## src/design/dhm_pkg.sv

```systemverilog
// Shared types and constants for the double handshake master.
// Holds the channel state encoding, the per-channel memory entry and the item layout.
// Depends on nothing.
package dhm_pkg;

    localparam int CHAN_W = 4;
    localparam int CMD_W  = 32;
    localparam int TIME_W = 64;

    typedef enum logic [2:0] {
        ST_READY   = 3'd0,
        ST_SENDING = 3'd1,
        ST_CLEAR   = 3'd2,
        ST_DONE    = 3'd3,
        ST_ERROR   = 3'd4
    } chan_state_t;

    typedef struct packed {
        chan_state_t        state;
        logic [CMD_W-1:0]   prev_command;
        logic [CMD_W-1:0]   held_command;
        logic [TIME_W-1:0]  start_time;
    } chan_entry_t;

    typedef struct packed {
        logic [CMD_W-1:0]   command;
        logic [CMD_W-1:0]   ack;
        logic [CMD_W-1:0]   clear;
        logic [TIME_W-1:0]  now;
    } item_t;

    localparam chan_entry_t ENTRY_RESET = '{
        state:        ST_READY,
        prev_command: '0,
        held_command: '0,
        start_time:   '0
    };

endpackage

```

## src/design/double_handshake_master.sv

```systemverilog
// Master side of a double handshake for up to CHANNELS channels, one channel per item.
// The block takes one item every cycle while in_stall is low and registers each result:
// the accepting edge reads the channel's entry from the state memory; when stage 1 advances,
// it updates, writes the entry back and loads the output register. An item for the
// channel the previous item writes back takes the new entry through a forwarding register.
// After reset every channel reads as READY with all fields zero; no clearing pass is needed.
// Channels not below CHANNELS change no state and report ERROR with command zero.
module double_handshake_master #(
    parameter int CHANNELS  = 16,
    parameter int CMD_BYTES = 4
) (
    input  logic                       clk,
    input  logic                       rst_n,
    input  logic                       cfg_wr_en,
    input  logic [dhm_pkg::TIME_W-1:0] cfg_wr_data,
    input  logic                       in_valid,
    output logic                       in_stall,
    input  logic [dhm_pkg::CHAN_W-1:0] channel,
    input  logic [dhm_pkg::CMD_W-1:0]  command_in,
    input  logic [dhm_pkg::CMD_W-1:0]  ack_in,
    input  logic [dhm_pkg::CMD_W-1:0]  clear_in,
    input  logic [dhm_pkg::TIME_W-1:0] time_now,
    output logic                       out_valid,
    input  logic                       out_stall,
    output logic [dhm_pkg::CHAN_W-1:0] channel_out,
    output logic [dhm_pkg::CMD_W-1:0]  command_out,
    output logic [2:0]                 state_code
);

    localparam int ADDR_W = (CHANNELS > 1) ? $clog2(CHANNELS) : 1;
    localparam logic [dhm_pkg::CMD_W-1:0] CMD_MASK = (CMD_BYTES >= 4) ? '1 :
        dhm_pkg::CMD_W'((64'd1 << (8 * CMD_BYTES)) - 64'd1);

    logic [dhm_pkg::TIME_W-1:0] timeout_reg;

    logic                       s1_valid_reg;
    logic [dhm_pkg::CHAN_W-1:0] s1_channel_reg;
    logic                       s1_in_range_reg;
    dhm_pkg::item_t             s1_item_reg;
    logic                       fwd_hit_reg;
    dhm_pkg::chan_entry_t       fwd_data_reg;

    logic                       out_valid_reg;
    logic [dhm_pkg::CHAN_W-1:0] channel_out_reg;
    logic [dhm_pkg::CMD_W-1:0]  command_out_reg;
    dhm_pkg::chan_state_t       state_out_reg;

    logic                       accept;
    logic                       s1_adv;
    logic                       wr_en;
    logic                       in_range;
    logic                       fwd_hit_next;
    dhm_pkg::item_t             item_in;
    dhm_pkg::chan_entry_t       mem_rd_data;
    dhm_pkg::chan_entry_t       cur_entry;
    dhm_pkg::chan_entry_t       upd_entry;
    logic [dhm_pkg::CMD_W-1:0]  upd_command;
    dhm_pkg::chan_state_t       upd_state;

    assign s1_adv   = !out_valid_reg || !out_stall;
    assign in_stall = s1_valid_reg && !s1_adv;
    assign accept   = in_valid && !in_stall;
    assign wr_en    = s1_valid_reg && s1_adv && s1_in_range_reg;
    assign in_range = 32'(channel) < 32'(CHANNELS);

    assign item_in.command = command_in & CMD_MASK;
    assign item_in.ack     = ack_in & CMD_MASK;
    assign item_in.clear   = clear_in;
    assign item_in.now     = time_now;

    assign fwd_hit_next = wr_en && (s1_channel_reg == channel);
    assign cur_entry    = fwd_hit_reg ? fwd_data_reg : mem_rd_data;

    dhm_state_mem #(
        .DEPTH  (CHANNELS),
        .ADDR_W (ADDR_W)
    ) u_state_mem (
        .clk     (clk),
        .rst_n   (rst_n),
        .rd_en   (accept),
        .rd_addr (ADDR_W'(channel)),
        .rd_data (mem_rd_data),
        .wr_en   (wr_en),
        .wr_addr (ADDR_W'(s1_channel_reg)),
        .wr_data (upd_entry)
    );

    dhm_update u_update (
        .cur           (cur_entry),
        .item          (s1_item_reg),
        .timeout_ticks (timeout_reg),
        .in_range      (s1_in_range_reg),
        .nxt           (upd_entry),
        .command_res   (upd_command),
        .state_res     (upd_state)
    );

    always_ff @(posedge clk or negedge rst_n)
    begin
        if (!rst_n)
        begin
            timeout_reg   <= '1;
            s1_valid_reg  <= 1'b0;
            fwd_hit_reg   <= 1'b0;
            out_valid_reg <= 1'b0;
        end
        else
        begin
            if (cfg_wr_en)
            begin
                timeout_reg <= cfg_wr_data;
            end
            if (accept)
            begin
                s1_valid_reg <= 1'b1;
                fwd_hit_reg  <= fwd_hit_next;
            end
            else if (s1_adv)
            begin
                s1_valid_reg <= 1'b0;
            end
            if (s1_adv)
            begin
                out_valid_reg <= s1_valid_reg;
            end
        end
    end

    always_ff @(posedge clk)
    begin
        if (accept)
        begin
            s1_channel_reg  <= channel;
            s1_in_range_reg <= in_range;
            s1_item_reg     <= item_in;
            fwd_data_reg    <= upd_entry;
        end
        if (s1_adv && s1_valid_reg)
        begin
            channel_out_reg <= s1_channel_reg;
            command_out_reg <= upd_command;
            state_out_reg   <= upd_state;
        end
    end

    assign out_valid   = out_valid_reg;
    assign channel_out = channel_out_reg;
    assign command_out = command_out_reg;
    assign state_code  = state_out_reg;

    a_stall_needs_full: assert property (@(posedge clk) disable iff (!rst_n)
        in_stall |-> (s1_valid_reg && out_valid_reg))
        else $error("input stalled while the pipeline has room");

    a_done_cleared: assert property (@(posedge clk) disable iff (!rst_n)
        (out_valid && (state_code == dhm_pkg::ST_DONE)) |-> (command_out == '0))
        else $error("DONE result with a presented command");

    a_active_command: assert property (@(posedge clk) disable iff (!rst_n)
        (out_valid && ((state_code == dhm_pkg::ST_SENDING) ||
                       (state_code == dhm_pkg::ST_CLEAR))) |-> (command_out != '0))
        else $error("SENDING or CLEAR result without a presented command");

endmodule

```

## src/design/dhm_state_mem.sv

```systemverilog
// Per-channel state memory with a registered read.
// Entries that were never written since reset read as the reset entry.
// Depends on dhm_pkg.
module dhm_state_mem #(
    parameter int DEPTH  = 16,
    parameter int ADDR_W = 4
) (
    input  logic                 clk,
    input  logic                 rst_n,
    input  logic                 rd_en,
    input  logic [ADDR_W-1:0]    rd_addr,
    output dhm_pkg::chan_entry_t rd_data,
    input  logic                 wr_en,
    input  logic [ADDR_W-1:0]    wr_addr,
    input  dhm_pkg::chan_entry_t wr_data
);

    dhm_pkg::chan_entry_t mem [DEPTH];
    logic [DEPTH-1:0]     written_reg;
    dhm_pkg::chan_entry_t rd_data_reg;
    logic                 rd_written_reg;

    always_ff @(posedge clk)
    begin
        if (wr_en)
        begin
            mem[wr_addr] <= wr_data;
        end
        if (rd_en)
        begin
            rd_data_reg <= mem[rd_addr];
        end
    end

    always_ff @(posedge clk or negedge rst_n)
    begin
        if (!rst_n)
        begin
            written_reg    <= '0;
            rd_written_reg <= 1'b0;
        end
        else
        begin
            if (wr_en)
            begin
                written_reg[wr_addr] <= 1'b1;
            end
            if (rd_en)
            begin
                rd_written_reg <= written_reg[rd_addr];
            end
        end
    end

    assign rd_data = rd_written_reg ? rd_data_reg : dhm_pkg::ENTRY_RESET;

endmodule

```

## src/design/dhm_update.sv

```systemverilog
// Handshake update for one channel: next state and stored fields from one item.
// Pure combinational logic between the memory read and the write-back.
// Depends on dhm_pkg.
module dhm_update (
    input  dhm_pkg::chan_entry_t        cur,
    input  dhm_pkg::item_t              item,
    input  logic [dhm_pkg::TIME_W-1:0]  timeout_ticks,
    input  logic                        in_range,
    output dhm_pkg::chan_entry_t        nxt,
    output logic [dhm_pkg::CMD_W-1:0]   command_res,
    output dhm_pkg::chan_state_t        state_res
);

    logic [dhm_pkg::TIME_W-1:0] elapsed;
    logic                       timed_out;
    logic                       cmd_change;
    logic                       cmd_fall;
    dhm_pkg::chan_state_t       state_next;

    assign elapsed    = item.now - cur.start_time;
    assign timed_out  = elapsed > timeout_ticks;
    assign cmd_change = (item.command != cur.prev_command) && (item.command != '0);
    assign cmd_fall   = (cur.prev_command != '0) && (item.command == '0);

    always_comb
    begin
        state_next = cur.state;
        case (cur.state)
            dhm_pkg::ST_ERROR:
            begin
                if (cmd_fall)
                begin
                    state_next = dhm_pkg::ST_READY;
                end
            end
            dhm_pkg::ST_READY:
            begin
                if (item.ack != '0)
                begin
                    state_next = dhm_pkg::ST_ERROR;
                end
                else if (cmd_change)
                begin
                    state_next = dhm_pkg::ST_SENDING;
                end
            end
            dhm_pkg::ST_SENDING:
            begin
                if (timed_out)
                begin
                    state_next = dhm_pkg::ST_ERROR;
                end
                else if (item.ack == cur.prev_command)
                begin
                    state_next = dhm_pkg::ST_CLEAR;
                end
                else if (item.ack != '0)
                begin
                    state_next = dhm_pkg::ST_ERROR;
                end
            end
            dhm_pkg::ST_CLEAR:
            begin
                if (timed_out || (item.ack != cur.prev_command))
                begin
                    state_next = dhm_pkg::ST_ERROR;
                end
                else if (item.clear == '0)
                begin
                    state_next = dhm_pkg::ST_DONE;
                end
            end
            dhm_pkg::ST_DONE:
            begin
                if (timed_out)
                begin
                    state_next = dhm_pkg::ST_ERROR;
                end
                else if (item.ack == cur.held_command)
                begin
                    state_next = dhm_pkg::ST_READY;
                end
                else if (item.ack != cur.prev_command)
                begin
                    state_next = dhm_pkg::ST_ERROR;
                end
            end
            default:
            begin
                state_next = dhm_pkg::ST_ERROR;
            end
        endcase
    end

    always_comb
    begin
        nxt       = cur;
        nxt.state = state_next;
        case (cur.state)
            dhm_pkg::ST_ERROR:
            begin
                nxt.prev_command = item.command;
            end
            dhm_pkg::ST_READY:
            begin
                if (item.ack == '0)
                begin
                    nxt.prev_command = item.command;
                    if (cmd_change)
                    begin
                        nxt.held_command = item.command;
                        nxt.start_time   = item.now;
                    end
                end
            end
            dhm_pkg::ST_CLEAR:
            begin
                if (!timed_out && (item.ack == cur.prev_command) && (item.clear == '0))
                begin
                    nxt.held_command = '0;
                end
            end
            default:
            begin
                nxt = cur;
                nxt.state = state_next;
            end
        endcase
    end

    assign command_res = in_range ? nxt.held_command : '0;
    assign state_res   = in_range ? state_next : dhm_pkg::ST_ERROR;

endmodule
```

## config.mk

```make
export PLATFORM = sky130hd
export DESIGN_NAME = double_handshake_master
export DESIGN_NICKNAME = d
export VERILOG_FILES = /design/src/design/dhm_pkg.sv /design/src/design/double_handshake_master.sv /design/src/design/dhm_state_mem.sv /design/src/design/dhm_update.sv
export SDC_FILE = /design/constraint.sdc
export NUM_CORES = 2
export LEC_CHECK = 0
export ABC_CLOCK_PERIOD_IN_PS = 15400
export BUFFER_PORTS_ARGS = -buffer_cell sky130_fd_sc_hd__buf_2
export CAP_MARGIN = 20
export CORE_UTILIZATION = 57
export CTS_CLUSTER_DIAMETER = 30
export CTS_CLUSTER_SIZE = 24
export DETAILED_ROUTE_END_ITERATION = 10
export MAX_ROUTING_LAYER = met4
export PLACE_DENSITY = 0.79
export SLEW_MARGIN = 20
export SYNTH_ARGS = -nofsm -noshare
export SYNTH_HDL_FRONTEND = slang
export SYNTH_SLANG_ARGS = --single-unit
```

## constraint.sdc

```tcl
create_clock -name clk -period 15.4 [get_ports clk]
set_clock_uncertainty 0.1 [all_clocks]
set_input_delay 3.08 -clock clk [delete_from_list [all_inputs] [get_ports clk]]
set_output_delay 3.08 -clock clk [all_outputs]
set_load 0.01 [all_outputs]
```

## Word-level counts from Yosys, hierarchy flattened

Memory sizes are Yosys's and may differ from the RTL's. A register that Yosys moved wholly into a read port is not among the register bits.
Cells that the tools add are included.

| storage, ports and cells | value |
|---|---|
| memories | 1 |
| flip-flop bits (word level) | 418 |
| output and inout port bits | 41 |
| bits of input ports | 233 |
| logic and storage cells | 86 |
| RAM bits | 2096 |

Memory list:

| memory | depth | bits a word | read ports | clocked after memory_dff | write ports | line | text |
|---|---|---|---|---|---|---|---|
| u_state_mem.mem | 16 | 131 | 1 | 1 | 1 | dhm_state_mem.sv:18 | `dhm_pkg::chan_entry_t mem [DEPTH];` |

| cells by class | value |
|---|---|
| equality and inequality tests | 9 |
| reductions and logical operators | 24 |
| bitwise gates (word level) | 1 |
| magnitude comparators | 4 |
| add/subtract/negate cells | 1 |
| muxes and demuxes | 28 |

Operator list:

| cell | count |
|---|---|
| 2-to-1 mux 131 bit | 2 |
| 2-to-1 mux 128 bit | 1 |
| one-hot mux 32 bit (2 select lines) | 2 |
| zero test 32 bit | 3 |
| 2-to-1 mux 96 bit | 1 |
| nonzero test 32 bit | 3 |
| equality test 32 bit | 2 |
| > comparator 64 bit | 1 |
| 2-to-1 mux 64 bit | 1 |
| != test 32 bit | 2 |
| subtractor 64 bit | 1 |
| 2-to-1 mux 3 bit | 11 |
| 2-to-1 mux 32 bit | 1 |
| OR 16 bit | 1 |
| one-hot mux 3 bit (5 select lines) | 1 |
| < comparator 4 x 5 -> 1 bit (second input constant) | 2 |
| logical AND 1 bit | 9 |
| equality test 3 x 2 -> 1 bit (second input constant) | 2 |
| 2-to-1 mux 1 bit | 6 |
| zero test 1 bit | 5 |
| binary-select mux 1 bit (select 4 bit) | 1 |
| demux 1 bit (select 4 bit) | 1 |
| equality test 4 bit | 1 |
| greater-or-equal comparator 4 x 1 -> 1 bit (second input constant) | 1 |
| 5 further kinds | 6 |

## Longest topological paths before layout

| logic depth | value |
|---|---|
| depth after elaboration | 9 |
| gate-level depth with buffers | 33 |
| mapped depth without buffers | 25 |

## Cells and area by module

A second synthesis with hierarchy kept.

| second synthesis, totals | value |
|---|---|
| cell total of the unflattened synthesis | 5279 |
| area, all modules | 107718.3 um^2 |

Modules (own cells, without submodules):

| module | instances | cells an instance | area each (um^2) | sequential area each (um^2) |
|---|---|---|---|---|
| dhm_state_mem | 1 | 3420 | 84416.0 | 67299.5 |
| double_handshake_master | 1 | 633 | 14565.2 | 11786.3 |
| dhm_update | 1 | 1226 | 8737.1 | 0.0 |

## Worst setup path before layout

Ideal clock, no wire load.

| path | value |
|---|---|
| path type | input to register |
| start | in out_stall |
| end | reg u_state_mem.written_reg[12] |
| arrival time | 14.098 ns |
| cell stages on the path | 6 |
| library setup time | 0.122 ns |
| data required time | 15.178 ns |
| buffers on the path | 0 |
| setup slack | 1.081 ns |
| path through | nand2_1 > nand2_1 > inv_1 > nand3_1 > nor3_1 > or2_2 |

| on the way | value |
|---|---|
| longest elaborated chain between the ends | 3 |

RTL lines:

| what | line | text |
|---|---|---|
| from (decl) | double_handshake_master.sv:24 | `input logic out_stall,` |
| zero test 1 bit | double_handshake_master.sv:60 | `assign s1_adv = !out_valid_reg \|\| !out_stall;` |
| logical OR 1 bit | double_handshake_master.sv:60 |  |
| logical AND 1 bit | double_handshake_master.sv:63 | `assign wr_en = s1_valid_reg && s1_adv && s1_in_range_reg;` |
| named net u_state_mem.wr_en | dhm_state_mem.sv:13 | `input logic wr_en,` |
| to (signal assigned) | dhm_state_mem.sv:39 | `written_reg <= '0;` |
| to (signal, indexed assignment) | dhm_state_mem.sv:46 | `written_reg[wr_addr] <= 1'b1;` |
| to (decl) | dhm_state_mem.sv:19 | `logic [DEPTH-1:0] written_reg;` |

The timed path passes the listed nets, and every way through them passes these cells.
A chain may end at the register's enable or synchronous reset.

==> metrics.md <==
| Metric | Value |
|---|---|
| Mapped Area | `0.106 mm2` |
| H-tree depth | `5` |
| Dpl ws | `6.27 ns` |
| EDFF count, synth | `2561` |
| Top fanout value on the critical path | `66` |
| Reg2reg end | `u_state_mem.mem[14][73]` |
| Critical Path Start | `fwd_hit_reg` |
| Final Setup Violations | `0` |
| Gpl congestion | `0.933` |
| Initial drt markers | `8537` |
| Clock Sinks | `2645` |
| Final hold vios | `0` |
| Setup crit end kind | `flip-flop` |
| Worst skew pair latency | `0.99 ns` |
| Max-slew headroom | `19.0%` |
| Clock transition at path regs | `0.06 ns` |
| Routed wire per std cell | `34.9 um` |
| Share of cells above drive strength 1 | `32.6%` |
| Synth async-reset ratio | `3.18%` |
| Critical path type | `flip-flop to flip-flop` |
| Aggregate global routing overflow | `0` |
| #FFs+latches synth | `2645` |
| Dpl cell area | `0.110 mm2` |
| Hold Crit Class | `flip-flop to flip-flop` |
| Worst reg-to-reg setup slack | `5.65 ns` |
| Worst setup margin | `5.65 ns` |
| R2R depth | `25` |
| Hold_sp | `u_state_mem.written_reg[2]` |
| Critical path arrival | `10.25 ns` |
| Dpl cells | `7745` |
| CTS Hold Bufs | `0` |
| YS warnings | `0` |
| Syn Inst Count | `5186` |
| CP Launch Type | `flip-flop` |
| FF-to-FF Start | `fwd_hit_reg` |
| Die H | `432 um` |
| Die area | `0.187 mm2` |
| Hold WS | `0.367 ns` |
| Vias in the first global route | `60234` |
| Top post-synthesis cells by area | `edfxtp_1 73%, mux4_2 14%, dfstp_2 1.6%` |
| Fin crit share | `63.3%` |
| Status | `completed` |
| Clock tree buffer depth | `4` |
| Cell area power density | `172 mW/mm2` |
| Largest register FFs | `2096` |
| Largest net degree at the start of global routing | `140` |
| CTS tree | `yes` |
| Post-route non-filler standard cell count | `8572` |
| Vias per cell | `6.85` |
| Post-route DRC | `0` |
| CTS resizes | `0` |
| Hpwl dp | `144 mm` |
| Core area | `0.183 mm2` |
| Setup TNS | `0 ns` |
| Die Width | `432 um` |
| F_max | `0.103 GHz` |
| Num CTS Buffers | `445` |
| Min cycle time layout | `9.75 ns` |
| Top FF cell, synth | `edfxtp_1` |
| Initial antenna violation count | `3` |
| First-pass DRT Iterations | `6` |
| Root buffer cell | `clkbuf_16` |
| Total GRT Usage | `33.0%` |
| Post-layout util | `68.6%` |
| Post-CTS setup buffers | `0` |
| Most common cell in the netlist | `edfxtp_1` |
| Distinct cell type count after synthesis | `83` |
| Worst vdd ir | `0.153 mV` |
| Sequential share of the synthesized area | `74.9%` |
| LEAKAGE | `42.6 nW` |
| RSZ-0062 raised after global routing | `no` |
| Nets@finish | `6091` |
| Total power | `21.7 mW` |
| Final instance area | `0.126 mm2` |
| Syn nets | `5540` |
| Commonest cells post-synth | `2561 x edfxtp_1, 648 x mux4_2, 188 x a21oi_1` |
| Initial core utilization | `57.5%` |
| CP endpoint | `u_state_mem.mem[14][73]` |
| Post-synth top area cell | `edfxtp_1` |
| Via count | `58735` |
| # IOs | `274` |
| Average cell area after synthesis | `20.4 um2` |
| Post-route ant nets | `0` |
| # port buffers | `273` |
| Synth-to-layout area growth | `19.2%` |
| Slew @ Worst Pin | `1.22 ns` |
| First-pass GRT wire length | `423 mm` |
| Detailed Route WL | `299 mm` |
| Post-synth top area share | `72.9%` |
| CP required | `15.90 ns` |
| Site Rows | `157` |
| Max-cap violations | `0` |
| Fin. max-slew vios | `0` |
[worst min-delay path by stage]
stage / to / cells after the start / slack (ns)
floorplan: channel_out[0] / 0 / 0.32
global placement: u_state_mem.written_reg[7] / 1 / 0.35
finish: u_state_mem.written_reg[2] / 1 / 0.37
global route: u_state_mem.written_reg[15] / 1 / 0.39
detailed placement: u_state_mem.written_reg[6] / 1 / 0.35
CTS: u_state_mem.written_reg[2] / 1 / 0.37
[cells by family (layout without fill, tap and decap cells)]
logic type                 Yosys count  after routing  share of synthesized area, %
DFF                               2645           2645                          74.9
adders and majority gates          125            125                          1.47
other                                0              7                             0
xor gates and xnor gates           161            161                          1.34
buffers and inverters              342           1257                          1.32
muxes                              667            667                          14.0
and+or+nand+nor                    573            573                          2.66
AOI/OAI and AO/OA                  673            673                          4.28
[where the power goes]
part	internal, mW	switching [mW]
logic	0.850	1.77
clock network	6.57	3.57
registers	8.77	0.170
[per-layer routing]
| metal | vias to the layer above | wire [um] | share of wire (%) | track usage, % |
|---|---|---|---|---|
| met5 | - | 0 | 0 | - |
| met4 | 0 | 17500 | 5.8 | 17.3 |
| met3 | 1022 | 31500 | 11 | 6.91 |
| met2 | 4748 | 148000 | 50 | 52.5 |
| met1 | 30179 | 102000 | 34 | 40.1 |
| li1 | 22786 | - | - | - |
[cell type report]
class / count / area [um2]
Clock buffer: 509 / 11600
Tap cell: 2464 / 3080
Antenna cell: 7 / 17.5
Inverter: 84 / 323
Timing Repair Buffer: 362 / 2300
Clock inverter: 302 / 3690
Sequential cell: 2645 / 79100
Fill cell: 10711 / 57700
Multi-Input combinational cell: 2199 / 25700
[placed cells by master (no fill, tap or decap), types with 55 or more instances in the layout]
| master | instances |
|---|---|
| clkbuf_16 | 452 |
| inv_1 | 82 |
| buf_2 | 268 |
| xnor2_1 | 102 |
| nand4_1 | 55 |
| a22oi_1 | 121 |
| xor2_1 | 59 |
| nor2_1 | 172 |
| a21oi_2 | 72 |
| nand2_1 | 136 |
| a21oi_1 | 116 |
| dfstp_2 | 64 |
| bufinv_16 | 68 |
| o21ai_0 | 108 |
| mux4_2 | 648 |
| a21o_1 | 84 |
| ha_1 | 121 |
| buf_4 | 70 |
| edfxtp_1 | 2561 |
| clkinv_2 | 59 |
[critical path, stage by stage (launching register included)]
cell	delay [ns]
dfrtp_4	1.03
buf_4	0.73
nand2_1	0.25
and2_1	0.28
xor2_1	0.18
ha_1	0.17
a31oi_1	0.06
maj3_2	0.36
a211oi_2	0.41
o211ai_2	0.19
a2111oi_4	0.56
o2111ai_1	0.39
and2_1	0.35
a211oi_1	0.25
a211oi_1	0.10
ha_1	0.32
nand2_1	0.06
nor2_1	0.20
nand4_1	0.12
nor2_1	0.23
nand4_1	0.20
or2_2	0.34
o221ai_1	0.78
nor2_4	0.06
buf_4	0.39
a211oi_2	1.01
Power figures use the tool's default switching activity.
